`src/rtl/core/rbrt_pkg.sv`:
```
// Shared types and constants for the receive buffer ring tracker.
// Used by the tracker unit and the slot engine in rtl/core; depends on nothing else.

package rbrt_pkg;

    // Number of host receive buffer slots in the ring.
    localparam int unsigned SLOTS    = 64;
    localparam int unsigned SLOT_W   = $clog2(SLOTS);

    localparam int unsigned SIZE_W   = 16;
    localparam int unsigned PAGE_W   = 8;
    localparam int unsigned SLOT_OUT_W = 6;

    localparam logic [SIZE_W-1:0] HDR_BYTES   = 16'd4;
    localparam logic [PAGE_W-1:0] START_RESET = 8'h46;
    localparam logic [PAGE_W-1:0] STOP_RESET  = 8'hAA;

    // Configuration register indexes.
    localparam logic REG_START_PAGE = 1'b0;
    localparam logic REG_STOP_PAGE  = 1'b1;

    // Input command codes.
    localparam logic CMD_POST   = 1'b0;
    localparam logic CMD_PACKET = 1'b1;

    typedef enum logic [2:0] {
        ST_POSTED    = 3'd0,
        ST_FULL      = 3'd1,
        ST_DROPPED   = 3'd2,
        ST_RECEIVED  = 3'd3,
        ST_TOO_LARGE = 3'd4
    } status_t;

    typedef struct packed {
        logic              cmd;
        logic [SIZE_W-1:0] buffer_size;
        logic [SIZE_W-1:0] packet_count;
        logic [PAGE_W-1:0] next_page;
    } item_t;

    typedef struct packed {
        status_t               status;
        logic [SLOT_OUT_W-1:0] slot_index;
        logic [SIZE_W-1:0]     payload_length;
        logic                  is_packet;
    } result_t;

    typedef logic [SLOT_W-1:0] slot_ptr_t;

endpackage

```
`src/rtl/core/rx_buffer_ring_tracker_unit.sv`:
```
// Receive buffer ring tracker: each input transaction passes the accept stage (with the
// slot memory read) and then the output register before its result reaches the master side.
// Throughput is one item per cycle while the master side takes results, set by the
// single read port of the slot size memory. Reset is asynchronous and active low: it
// empties the ring, loads start page 0x46, stop page 0xAA and next page 0x47; the
// slot memory is not cleared, so there is no clearing pass.

module rx_buffer_ring_tracker_unit (
    input  logic        clk,
    input  logic        rst_n,
    // Input stream.
    input  logic        s_tvalid,
    output logic        s_tready,
    input  logic [39:0] s_tdata,   // buffer_size[15:0], packet_count[31:16], next_page[39:32]
    input  logic [0:0]  s_tuser,   // cmd[0]
    // Result stream.
    output logic        m_tvalid,
    input  logic        m_tready,
    output logic [31:0] m_tdata,   // slot_index[5:0], payload_length[21:6],
                                   // boundary_page[29:22], zero fill [31:30]
    output logic [2:0]  m_tuser,   // status[2:0]
    // Configuration write channel.
    input  logic        cfg_valid,
    output logic        cfg_ready,
    input  logic [0:0]  cfg_index,
    input  logic [7:0]  cfg_data
);

    // Device page ring configuration. The user must rewrite registers only while idle,
    // so no item sees a change half way through; the block does not enforce this.
    logic [rbrt_pkg::PAGE_W-1:0] start_page_reg, start_page_next;
    logic [rbrt_pkg::PAGE_W-1:0] stop_page_reg, stop_page_next;
    // Next packet page from the latest header; reset to one past the start page.
    logic [rbrt_pkg::PAGE_W-1:0] cur_next_page_reg, cur_next_page_next;

    rbrt_pkg::item_t   in_item;
    rbrt_pkg::result_t res;
    logic              res_valid;
    logic              res_ready;
    logic              in_accept;

    logic                        out_valid_reg, out_valid_next;
    logic [rbrt_pkg::SLOT_OUT_W-1:0] out_slot_reg, out_slot_next;
    logic [rbrt_pkg::SIZE_W-1:0] out_len_reg, out_len_next;
    logic [rbrt_pkg::PAGE_W-1:0] out_bound_reg, out_bound_next;
    rbrt_pkg::status_t           out_status_reg, out_status_next;

    logic [rbrt_pkg::PAGE_W-1:0] bound_raw;
    logic [rbrt_pkg::PAGE_W-1:0] bound_page;

    assign in_item.cmd          = s_tuser[0];
    assign in_item.buffer_size  = s_tdata[15:0];
    assign in_item.packet_count = s_tdata[31:16];
    assign in_item.next_page    = s_tdata[39:32];

    assign in_accept = s_tvalid && s_tready;

    rbrt_slot_engine u_engine (
        .clk       (clk),
        .rst_n     (rst_n),
        .in_valid  (s_tvalid),
        .in_ready  (s_tready),
        .in_item   (in_item),
        .res_valid (res_valid),
        .res_ready (res_ready),
        .res       (res)
    );

    // Configuration writes are always taken.
    assign cfg_ready = 1'b1;

    always_comb
    begin
        start_page_next = start_page_reg;
        stop_page_next  = stop_page_reg;
        if (cfg_valid)
        begin
            case (cfg_index[0])
                rbrt_pkg::REG_START_PAGE: start_page_next = cfg_data;
                rbrt_pkg::REG_STOP_PAGE:  stop_page_next  = cfg_data;
                default:                  start_page_next = start_page_reg;
            endcase
        end
    end

    // Every packet transaction records its next page, whether or not a buffer
    // was waiting for it.
    always_comb
    begin
        cur_next_page_next = cur_next_page_reg;
        if (in_accept && (in_item.cmd == rbrt_pkg::CMD_PACKET))
        begin
            cur_next_page_next = in_item.next_page;
        end
    end

    // The boundary trails the next page by one; below the start of the device
    // ring it wraps to the last page before the stop page. The page register
    // already holds this item's value while the item sits in the check stage.
    assign bound_raw  = cur_next_page_reg - rbrt_pkg::PAGE_W'(1);
    assign bound_page = (bound_raw < start_page_reg) ?
                        (stop_page_reg - rbrt_pkg::PAGE_W'(1)) : bound_raw;

    // Output register: it takes a new result whenever it is empty or its
    // current result is being taken in the same cycle.
    assign res_ready = !out_valid_reg || m_tready;

    always_comb
    begin
        out_valid_next  = out_valid_reg && !m_tready;
        out_status_next = out_status_reg;
        out_slot_next   = out_slot_reg;
        out_len_next    = out_len_reg;
        out_bound_next  = out_bound_reg;
        if (res_valid && res_ready)
        begin
            out_valid_next  = 1'b1;
            out_status_next = res.status;
            out_slot_next   = res.slot_index;
            out_len_next    = res.payload_length;
            out_bound_next  = res.is_packet ? bound_page : '0;
        end
    end

    always_ff @(posedge clk or negedge rst_n)
    begin
        if (!rst_n)
        begin
            start_page_reg    <= rbrt_pkg::START_RESET;
            stop_page_reg     <= rbrt_pkg::STOP_RESET;
            cur_next_page_reg <= rbrt_pkg::START_RESET + rbrt_pkg::PAGE_W'(1);
            out_valid_reg     <= 1'b0;
        end
        else
        begin
            start_page_reg    <= start_page_next;
            stop_page_reg     <= stop_page_next;
            cur_next_page_reg <= cur_next_page_next;
            out_valid_reg     <= out_valid_next;
        end
    end

    always_ff @(posedge clk)
    begin
        out_status_reg <= out_status_next;
        out_slot_reg   <= out_slot_next;
        out_len_reg    <= out_len_next;
        out_bound_reg  <= out_bound_next;
    end

    assign m_tvalid = out_valid_reg;
    assign m_tuser  = out_status_reg;
    assign m_tdata  = {2'b00, out_bound_reg, out_len_reg, out_slot_reg};

    // A post transaction can only report posted or ring full.
    a_post_status: assert property (@(posedge clk) disable iff (!rst_n)
        res_valid && !res.is_packet |->
            (res.status == rbrt_pkg::ST_POSTED) || (res.status == rbrt_pkg::ST_FULL))
        else $error("post transaction produced a packet status");

    // A packet transaction never reports posted or ring full.
    a_packet_status: assert property (@(posedge clk) disable iff (!rst_n)
        res_valid && res.is_packet |->
            (res.status != rbrt_pkg::ST_POSTED) && (res.status != rbrt_pkg::ST_FULL))
        else $error("packet transaction produced a post status");

    // The payload length is only carried by a received packet.
    a_len_zero: assert property (@(posedge clk) disable iff (!rst_n)
        res_valid && (res.status != rbrt_pkg::ST_RECEIVED) |-> res.payload_length == '0)
        else $error("payload length set on a result that is not a reception");

    // A dropped packet reports slot zero.
    a_drop_slot: assert property (@(posedge clk) disable iff (!rst_n)
        res_valid && (res.status == rbrt_pkg::ST_DROPPED) |-> res.slot_index == '0)
        else $error("dropped packet reports a slot");

endmodule

```
`src/rtl/core/rbrt_ram.sv`:
```
// Generic single-port-write, single-port-read synchronous RAM.
// Read data is registered; no package dependencies.

module rbrt_ram #(
    parameter int unsigned WIDTH = 16,
    parameter int unsigned DEPTH = 64
) (
    input  logic                     clk,
    input  logic                     we,
    input  logic [$clog2(DEPTH)-1:0] waddr,
    input  logic [WIDTH-1:0]         wdata,
    input  logic                     re,
    input  logic [$clog2(DEPTH)-1:0] raddr,
    output logic [WIDTH-1:0]         rdata
);

    logic [WIDTH-1:0] mem [DEPTH];
    logic [WIDTH-1:0] rdata_reg;

    always_ff @(posedge clk)
    begin
        if (we)
        begin
            mem[waddr] <= wdata;
        end
        if (re)
        begin
            rdata_reg <= mem[raddr];
        end
    end

    assign rdata = rdata_reg;

endmodule

```
`src/rtl/core/rbrt_slot_engine.sv`:
```
// Ring pointer logic, slot size memory and the size check stage.
// Depends on rbrt_pkg and rbrt_ram.

module rbrt_slot_engine (
    input  logic             clk,
    input  logic             rst_n,
    input  logic             in_valid,
    output logic             in_ready,
    input  rbrt_pkg::item_t  in_item,
    output logic             res_valid,
    input  logic             res_ready,
    output rbrt_pkg::result_t res
);

    logic                        head_valid_reg, head_valid_next;
    rbrt_pkg::slot_ptr_t         head_slot_reg, head_slot_next;
    rbrt_pkg::slot_ptr_t         free_slot_reg, free_slot_next;

    logic                        s1_valid_reg, s1_valid_next;
    rbrt_pkg::status_t           s1_status_reg, s1_status_next;
    logic [rbrt_pkg::SLOT_OUT_W-1:0] s1_slot_reg, s1_slot_next;
    logic [rbrt_pkg::SIZE_W-1:0] s1_len_reg, s1_len_next;
    logic                        s1_check_reg, s1_check_next;
    logic                        s1_packet_reg, s1_packet_next;

    logic                        accept;
    logic                        ring_full;
    logic                        ram_we;
    logic                        ram_re;
    logic [rbrt_pkg::SIZE_W-1:0] ram_rdata;
    rbrt_pkg::slot_ptr_t         free_inc;
    rbrt_pkg::slot_ptr_t         head_inc;
    logic                        too_large;

    function automatic rbrt_pkg::slot_ptr_t slot_inc(input rbrt_pkg::slot_ptr_t p);
        if (p == rbrt_pkg::SLOT_W'(rbrt_pkg::SLOTS - 1))
        begin
            return '0;
        end
        return p + rbrt_pkg::SLOT_W'(1);
    endfunction

    // The stage holds one item; it may be refilled in the cycle it drains.
    assign in_ready  = !s1_valid_reg || res_ready;
    assign accept    = in_valid && in_ready;
    assign ring_full = head_valid_reg && (free_slot_reg == head_slot_reg);
    assign free_inc  = slot_inc(free_slot_reg);
    assign head_inc  = slot_inc(head_slot_reg);

    assign ram_we = accept && (in_item.cmd == rbrt_pkg::CMD_POST) && !ring_full;
    assign ram_re = accept && (in_item.cmd == rbrt_pkg::CMD_PACKET) && head_valid_reg;

    // Pointers are settled at accept time, so a write always lands before any
    // later read of the same slot.
    rbrt_ram #(
        .WIDTH (rbrt_pkg::SIZE_W),
        .DEPTH (rbrt_pkg::SLOTS)
    ) u_sizes (
        .clk   (clk),
        .we    (ram_we),
        .waddr (free_slot_reg),
        .wdata (in_item.buffer_size),
        .re    (ram_re),
        .raddr (head_slot_reg),
        .rdata (ram_rdata)
    );

    always_comb
    begin
        head_valid_next = head_valid_reg;
        head_slot_next  = head_slot_reg;
        free_slot_next  = free_slot_reg;
        s1_valid_next   = s1_valid_reg && !res_ready;
        s1_status_next  = s1_status_reg;
        s1_slot_next    = s1_slot_reg;
        s1_len_next     = s1_len_reg;
        s1_check_next   = s1_check_reg;
        s1_packet_next  = s1_packet_reg;
        if (accept)
        begin
            s1_valid_next  = 1'b1;
            s1_len_next    = in_item.packet_count - rbrt_pkg::HDR_BYTES;
            s1_check_next  = 1'b0;
            s1_packet_next = (in_item.cmd == rbrt_pkg::CMD_PACKET);
            if (in_item.cmd == rbrt_pkg::CMD_POST)
            begin
                s1_slot_next = rbrt_pkg::SLOT_OUT_W'(free_slot_reg);
                if (ring_full)
                begin
                    s1_status_next = rbrt_pkg::ST_FULL;
                end
                else
                begin
                    s1_status_next = rbrt_pkg::ST_POSTED;
                    free_slot_next = free_inc;
                    if (!head_valid_reg)
                    begin
                        head_slot_next  = free_slot_reg;
                        head_valid_next = 1'b1;
                    end
                end
            end
            else if (!head_valid_reg)
            begin
                s1_status_next = rbrt_pkg::ST_DROPPED;
                s1_slot_next   = '0;
            end
            else
            begin
                s1_status_next = rbrt_pkg::ST_RECEIVED;
                s1_slot_next   = rbrt_pkg::SLOT_OUT_W'(head_slot_reg);
                s1_check_next  = 1'b1;
                head_slot_next = head_inc;
                if (head_inc == free_slot_reg)
                begin
                    head_valid_next = 1'b0;
                end
            end
        end
    end

    always_ff @(posedge clk or negedge rst_n)
    begin
        if (!rst_n)
        begin
            head_valid_reg <= 1'b0;
            head_slot_reg  <= '0;
            free_slot_reg  <= '0;
            s1_valid_reg   <= 1'b0;
        end
        else
        begin
            head_valid_reg <= head_valid_next;
            head_slot_reg  <= head_slot_next;
            free_slot_reg  <= free_slot_next;
            s1_valid_reg   <= s1_valid_next;
        end
    end

    always_ff @(posedge clk)
    begin
        s1_status_reg <= s1_status_next;
        s1_slot_reg   <= s1_slot_next;
        s1_len_reg    <= s1_len_next;
        s1_check_reg  <= s1_check_next;
        s1_packet_reg <= s1_packet_next;
    end

    // Size check against the head slot read in the accept cycle.
    assign too_large = s1_len_reg > ram_rdata;

    always_comb
    begin
        res.status         = s1_status_reg;
        res.slot_index     = s1_slot_reg;
        res.payload_length = '0;
        res.is_packet      = s1_packet_reg;
        if (s1_check_reg)
        begin
            if (too_large)
            begin
                res.status = rbrt_pkg::ST_TOO_LARGE;
            end
            else
            begin
                res.payload_length = s1_len_reg;
            end
        end
    end

    assign res_valid = s1_valid_reg;

endmodule
```
`config.mk`:
```
export PLATFORM = sky130hd
export DESIGN_NAME = rx_buffer_ring_tracker_unit
export DESIGN_NICKNAME = d
export VERILOG_FILES = /design/src/rtl/core/rbrt_pkg.sv /design/src/rtl/core/rx_buffer_ring_tracker_unit.sv /design/src/rtl/core/rbrt_ram.sv /design/src/rtl/core/rbrt_slot_engine.sv
export SDC_FILE = /design/constraint.sdc
export NUM_CORES = 1
export LEC_CHECK = 0
export ABC_CLOCK_PERIOD_IN_PS = 4600
export BUFFER_PORTS_ARGS = -buffer_cell sky130_fd_sc_hd__buf_4
export CORE_UTILIZATION = 40
export DETAILED_ROUTE_END_ITERATION = 6
export MAX_ROUTING_LAYER = met4
export PLACE_DENSITY = 0.6
export SLEW_MARGIN = 20
export SYNTH_ARGS = -nofsm -noshare
export SYNTH_HDL_FRONTEND = slang
export SYNTH_SLANG_ARGS = --single-unit
```
`constraint.sdc`:
```
create_clock -name clk -period 4.6 [get_ports clk]
set_input_delay 0.92 -clock clk [delete_from_list [all_inputs] [get_ports clk]]
set_output_delay 0.92 -clock clk [all_outputs]
set_load 0.02 [all_outputs]
```
# Yosys cells after proc, flatten, opt, wreduce, memory -nomap -nowiden
# Memories as Yosys holds them, arrays and structs flattened. A register that Yosys moved wholly into a read port is not among the register bits.
# Cells that the tools add are included.
# Widths: inputs -> output; s select.
# word_totals
register_bits	99
mem_bits_rw	1024
inputBits	55
output_inout_bits	38
elab_cells	85
mem_count	1
# op_classes
add_sub_neg	5
n_lt_le_gt_ge	2
n_eq_ne	7
muxes	27
n_bitwise	4
reduce_logical	22
# mem_list
name	words	word_bits	read_ports	rd_clocked_by_memory_dff	write_ports	line_no	rtl
u_engine.u_sizes.mem	64	16	1	1	1	rbrt_ram.sv:17	logic [WIDTH-1:0] mem [DEPTH];
# op_table
cell	n
$mux 6	10
$gt 16x16->1	1
$sub 16x3->16 const B	1
$sub 8x1->8 const B	2
$mux 1	13
$add 6x1->6 const B	2
$eq 6x6->1	2
$eq 6x6->1 const B	2
$logic_and 1x1->1	9
$mux 3	3
$lt 8x8->1	1
$mux 8	1
$reduce_and 2->1	3
$logic_not 1->1	5
$ne 2x2->1 const B	2
$not 1->1	4
$reduce_and 4->1	1
$reduce_and 3->1	1
$logic_or 1x1->1	2
$ne 2x1->1 const B	1
$reduce_or 2->1	1

# Logic depth before layout (Yosys ltp)
# Gate-level depths: netlist (run 1).
# logic_depth
ltp_word	8
ltp_mapped	12
ltp_nobuf	10

# Modules after synthesis
# A second synthesis (run 1) with hierarchy kept.
# hier_totals
cells_unflattened	2309
area_unflattened_um2	45471.1
# by_module_without_submodules
module	instances	cells_each	area_each_um2	seq_area_each_um2
rbrt_ram	1	1829	40202.3	31230.0
rbrt_slot_engine	1	295	2746.4	1101.1
rx_buffer_ring_tracker_unit	1	185	2522.4	1630.3

# Worst setup path before layout (run 1)
# Ideal clock, no wire load.
# synth_timing
path_kind	input to register
from	input m_tready
to	memory u_engine.u_sizes.mem[37][0] (enable)
setup_time_ns	0.389
t_arrival_ns	2.783
t_required_ns	4.211
slack_ns	1.428
stages	6
n_path_buf	1
cell_sequence	nand3b_1 -> nand3_1 -> a41oi_2 -> buf_4 -> nand4b_2 -> nor2_1
# synth_via
elab_chain_cells	7
# synth_lines
item	line_no	rtl
from (decl)	rx_buffer_ring_tracker_unit.sv:18	input logic m_tready,
$logic_or 1x1->1	rx_buffer_ring_tracker_unit.sv:106	assign res_ready = !out_valid_reg || m_tready;
$logic_or 1x1->1	rbrt_slot_engine.sv:44	assign in_ready = !s1_valid_reg || res_ready;
$logic_and 1x1->1	rbrt_slot_engine.sv:45	assign accept = in_valid && in_ready;
$logic_and 1x1->1 (2 in series)	rbrt_slot_engine.sv:50	assign ram_we = accept && (in_item.cmd == rbrt_pkg::CMD_POST) && !ring_full;
$mux 1	rbrt_ram.sv:22	if (we)
$mux 1 (implied by the code)	rbrt_ram.sv:24	mem[waddr] <= wdata;
to (decl)	rbrt_ram.sv:17	
# Every way passes these cells.

==> impl_metrics.json, run 1 <==
{
  "ys_seq_area_frac": 0.754,
  "fin_crit_ps": 3860,
  "syn-cell-area_um2": 45000,
  "place_ws_ps": 951,
  "nets": 2597,
  "drt_pass1_iterations": 5,
  "synthArstFlopShare": 0.0343,
  "power.density_nw_per_um2": 559,
  "numCtsBuffers": 115,
  "syn_to_final_growth_pct": 14.1,
  "required_ps": 5010,
  "antenna_found_initial": 7,
  "syn_inst": 2325,
  "synth_enable_flop_cells": 1098,
  "synth_common_cells": "edfxtp_1 (1098), mux4_2 (179), mux2i_1 (148)",
  "grt_usage": 0.206,
  "worstSetupPathType": "reg2reg",
  "die_h_um": 337,
  "maxSlewViolCount": 0,
  "netlist.area_leader.share": 0.732,
  "wl_per_cell_um": 27.7,
  "place_congestion": 0.870,
  "seqCellArea_um2": 34000,
  "period_share": 0.839,
  "yosysWarnings": 0,
  "final_hold_viol_count": 0,
  "synth_seq_cells": 1137,
  "row_count": 122,
  "io_buffer_count": 89,
  "cts_hold_buf": 0,
  "timing.rr.start": "u_engine.head_slot_reg[2]",
  "grt_setup_unrepaired": "no",
  "synth_flop_cell": "edfxtp_1",
  "die_area_um2": 114000,
  "tightest_slew_ps": 1200,
  "setup_viol": 0,
  "cts_tree": "yes",
  "grt_max_degree": 65,
  "drv_cap": 0,
  "finalWirelength_mm": 114,
  "grt-ovfl-total": 0,
  "drt_iter0_drc": 2533,
  "multi_input_area_um2": 10200,
  "clock_latency_ps": 690,
  "fp.dieW_um": 337,
  "crit_path_max_fanout": 28,
  "via_per_inst": 5.67,
  "status": "finished, final reports clean",
  "num_vias": 23273,
  "start_util": 0.405,
  "postCtsSetupBuffers": 0,
  "synth.most_common_cell": "edfxtp_1",
  "synth.distinct_cells": 67,
  "tns_ps": 0,
  "synth.avg_cell_area_um2": 19.4,
  "relSlewSlack": 0.201,
  "worstSetupStartpointType": "register",
  "root_buffer": "clkbuf_16",
  "antenna_left": 0,
  "grt_pass1_wl_mm": 163,
  "clk_pin_slew_worst_paths_ps": 60,
  "min_path_type": "in2async",
  "postLayoutSetupSlackWorst_ps": 741,
  "synth_area_leaders": "edfxtp_1 (73%), mux4_2 (9.0%), mux2i_1 (3.3%), dfrtp_1 (1.6%), nor2_1 (0.93%)",
  "cts_max_path_buffers": 3,
  "timing.fmax_ghz": 0.259,
  "p_leak_nw": 16.9,
  "reg2reg_slack_ps": 740,
  "irDropWorstVdd_mv": 0.339,
  "dp_cells": 3885,
  "arrival_ps": 4260,
  "core_um2": 111000,
  "drive_gt1_frac": 0.230,
  "synth_top_cell_by_area": "edfxtp_1",
  "dp_hpwl_mm": 69.0,
  "nFillCells": 9244,
  "final_cells": 4103,
  "htree_levels": 3,
  "rr_worst_depth": 5,
  "r2r_end": "u_engine.u_sizes.rdata[6]",
  "final.setup_skew_ps": 36.6,
  "cts.sinks": 1137,
  "grt_pass1_vias": 23313,
  "num_io_pins": 93,
  "postCtsResizedCells": 0,
  "remaining_drc_errors": 0,
  "largest_reg_flops": 1024,
  "end_kind": "register",
  "top_register": "u_engine.u_sizes.mem"
}
[logic make-up (layout without fill, tap and decap cells)]
logic type      after synthesis  in the layout  share of synthesized area
other cells                   2              8                   0.000167
mux                         351            351                      0.130
fa+ha+maj                    28             28                    0.00778
buf+inv                     177            461                     0.0203
simple gates                288            288                     0.0303
compound gates              309            309                     0.0504
flops                      1137           1137                      0.754
xor+xnor                     33             33                    0.00642
[routing by layer]
layer  global-route usage  vias to the layer above  wire length [µm]
met3               0.0572                      168             10600
met5                    -                        -                 0
met4               0.0668                        0              3200
met2                0.307                     1010             52400
li1                     -                     9908                 -
met1                0.274                    12187             47600
[power by group]
group	switching (mW)	internal, mW	total, mW
combinational	4.73	3.03	7.76
clock	3.79	5.01	8.80
sequential	0.426	11.7	12.2
[how the worst max path moves through the flow]
stage	startpoint	endpoint	slack, ps
global placement	u_engine.head_slot_reg[2]	u_engine.u_sizes.rdata[6]	970
detailed placement	u_engine.head_slot_reg[2]	u_engine.u_sizes.rdata[14]	950
floorplan	m_tready	u_engine.u_sizes.mem[37][0]	1430
finish	u_engine.head_slot_reg[2]	u_engine.u_sizes.rdata[6]	740
global route	u_engine.head_slot_reg[2]	u_engine.u_sizes.rdata[6]	770
CTS	u_engine.head_slot_reg[2]	u_engine.u_sizes.rdata[14]	960
[metrics by stage]
stage	hold slack [ps]	power, mW	util	area [µm²]
after floorplan	400	17.2	-	45000
after global placement	412	20.1	0.430	47800
after detailed placement	412	20.1	0.430	47800
after CTS	216	28.9	0.462	51300
after global routing	249	29.7	0.462	51400
final	230	28.7	0.462	51400
[layout make-up]
cell class | instances | share of cell area
inverters | 43 | 0.00314
repair buffers | 205 | 0.0314
clock inverters | 60 | 0.00831
diodes | 5 | 0.000244
well taps | 1488 | 0.0363
flip-flops and latches | 1137 | 0.661
multi-input cells | 1012 | 0.198
clock buffers | 153 | 0.0612
[placed cells by master (no fill, tap or decap), types with 7 or more instances in the layout]
master     netlist  routed
clkbuf_16        0     117
xor2_1          19      19
clkinv_1         0      19
dfstp_2         11      11
ha_1            28      28
mux2i_1        148     148
a22oi_1         31      31
a211oi_1        14      14
o221ai_1        39      39
inv_1           43      43
edfxtp_1      1098    1098
nand3b_1         7       7
o21ai_0         49      49
a21boi_0        24      24
nor3_1          22      22
a211o_1         11      11
clkbuf_8         0       8
xnor2_1         14      14
mux2_2          19      19
a22o_1          13      13
mux4_2         179     179
clkinv_2         0      27
a21oi_1         37      37
a21o_1           7       7
a221oi_1        45      45
nor2_1         112     111
or3_1            7       7
buf_4           16     199
dfrtp_1         28      25
nand2_1         64      64
clkbuf_1        59      28
nand3_1         25      25
and4_1           7       7
[worst max-delay path, cell delays in order (launching register included)]
cell      delay (ps)
dfrtp_1          980
inv_1            660
buf_4            450
o21ai_0          400
a21boi_0         870
o221ai_1         210
(Power assumes the default switching activity.)
==> inputs of run 2 (changes only) <==
--- a/config.mk
+++ b/config.mk
@@ -5,7 +5,7 @@
 export SDC_FILE = /design/constraint.sdc
 export NUM_CORES = 1
 export LEC_CHECK = 0
-export ABC_CLOCK_PERIOD_IN_PS = 4600
+export ABC_CLOCK_PERIOD_IN_PS = 3830
 export BUFFER_PORTS_ARGS = -buffer_cell sky130_fd_sc_hd__buf_4
 export CORE_UTILIZATION = 40
 export DETAILED_ROUTE_END_ITERATION = 6
==> constraint.sdc (replaced) <==
create_clock -name clk -period 3.83 [get_ports clk]
set_input_delay 0.766 -clock clk [delete_from_list [all_inputs] [get_ports clk]]
set_output_delay 0.766 -clock clk [all_outputs]
set_load 0.02 [all_outputs]
==> impl_metrics.json, run 2 (same netlist as run 1, synthesis figures left out) <==
{
  "worstSetupPathType": "reg2reg",
  "remaining_drc_errors": 0,
  "drv_cap": 0,
  "cts_hold_buf": 0,
  "nFillCells": 9319,
  "maxSlewViolCount": 0,
  "crit_path_max_fanout": 17,
  "wl_per_cell_um": 27.7,
  "cp-startpoint": "u_engine.head_slot_reg[2]",
  "nets": 2623,
  "timing.rr.start": "u_engine.head_slot_reg[2]",
  "final_cell_mix": "edfxtp_1 (1098), buf_4 (220), mux4_2 (179), mux2i_1 (148), clkbuf_16 (117)",
  "setup_viol": 0,
  "antenna_left": 0,
  "fp.dieW_um": 337,
  "clock_latency_ps": 690,
  "irDropWorstVdd_mv": 0.414,
  "grt_pass1_wl_mm": 164,
  "largest_reg_flops": 1024,
  "die_area_um2": 114000,
  "timing.fmax_ghz": 0.302,
  "start_util": 0.405,
  "period_share": 0.864,
  "p_leak_nw": 17.1,
  "final_hold_viol_count": 0,
  "status": "finished, final reports clean",
  "tightest_slew_ps": 1000,
  "end_kind": "register",
  "relSlewSlack": 0.331,
  "grt_max_degree": 65,
  "place_area_um2": 48000,
  "die_h_um": 337,
  "required_ps": 4240,
  "io_buffer_count": 89,
  "drive_gt1_frac": 0.236,
  "min_path_type": "in2async",
  "final_common_cell": "edfxtp_1",
  "drt_pass1_iterations": 6,
  "clk_pin_slew_worst_paths_ps": 60,
  "syn_to_final_growth_pct": 14.8,
  "via_per_inst": 5.70,
  "grt_setup_unrepaired": "no",
  "grt_pass1_vias": 23265,
  "place_congestion": 0.869,
  "multi_input_area_um2": 10200,
  "grt_usage": 0.207,
  "finalCoreUtilization": 0.465,
  "dp_hpwl_mm": 69.5,
  "drt_iter0_drc": 2681,
  "core_um2": 111000,
  "root_buffer": "clkbuf_16",
  "worstSetupStartpointType": "register",
  "r2r_end": "u_engine.u_sizes.rdata[8]",
  "antenna_found_initial": 3,
  "power_mw": 34.9,
  "numCtsBuffers": 116,
  "grt-ovfl-total": 0,
  "reg2reg_slack_ps": 520,
  "arrival_ps": 3720,
  "finalWirelength_mm": 115,
  "rr_worst_depth": 6,
  "htree_levels": 3,
  "cp-endpoint": "u_engine.u_sizes.rdata[8]",
  "top_register": "u_engine.u_sizes.mem",
  "num_vias": 23555,
  "power.density_nw_per_um2": 676,
  "fin_crit_ps": 3310,
  "final_area_um2": 51700,
  "postCtsSetupBuffers": 0,
  "final.setup_skew_ps": 24.8,
  "cts.sinks": 1137,
  "cts_max_path_buffers": 3,
  "row_count": 122,
  "tns_ps": 0,
  "seqCellArea_um2": 34000,
  "postCtsResizedCells": 0,
  "num_io_pins": 93,
  "cts_tree": "yes"
}
-- run 2: layer usage --
metal / track usage / vias to the layer above / part of all wire
met4: 0.0563 / 0 / 0.022
met1: 0.290 / 12389 / 0.43
li1: - / 9953 / -
met2: 0.311 / 1051 / 0.46
met3: 0.0393 / 162 / 0.086
met5: - / - / 0
-- run 2: worst max-delay path, cell delays in order (launching register included) --
cell	delay, ps
dfrtp_1	790
inv_1	580
buf_4	340
buf_4	160
o21ai_0	360
a21boi_0	620
o221ai_1	180
-- run 2: worst min path at each step --
stage	from	endpoint	slack [ps]
after global placement	u_engine.s1_slot_reg[1]	out_slot_reg[1]	420
after floorplan	u_engine.s1_slot_reg[0]	out_slot_reg[0]	400
after CTS	rst_n	start_page_reg[7]	80
after detailed placement	u_engine.s1_slot_reg[4]	out_slot_reg[4]	420
final	rst_n	start_page_reg[5]	100
after global routing	rst_n	start_page_reg[7]	130
-- run 2: area by class of cell --
class / instances / share of cell area
clock buffers: 151 / 0.0599
repair buffers: 230 / 0.0358
clock inverters: 67 / 0.0111
diodes: 4 / 0.000194
flip-flops and latches: 1137 / 0.657
inverters: 43 / 0.00312
well taps: 1488 / 0.0360
multi-input cells: 1012 / 0.197
-- run 2: power by group --
part / total, mW / switching [mW] / leakage [nW] / internal, mW
clock: 10.9 / 4.62 / 1.81 / 6.28
combinational: 9.51 / 5.72 / 4.89 / 3.79
sequential: 14.5 / 0.416 / 10.4 / 14.1
total: 34.9 / 10.8 / 17.1 / 24.2
-- run 2: through the flow --
stage          setup slack, ps  hold slack [ps]  std cells
4_1_cts                    586             83.9       4128
3_3_place_gp               479              416       3910
2_1_floorplan              777              400       2326
3_5_place_dp               589              415       3910
5_1_grt                    546              127       4130
6_report                   521              103       4132
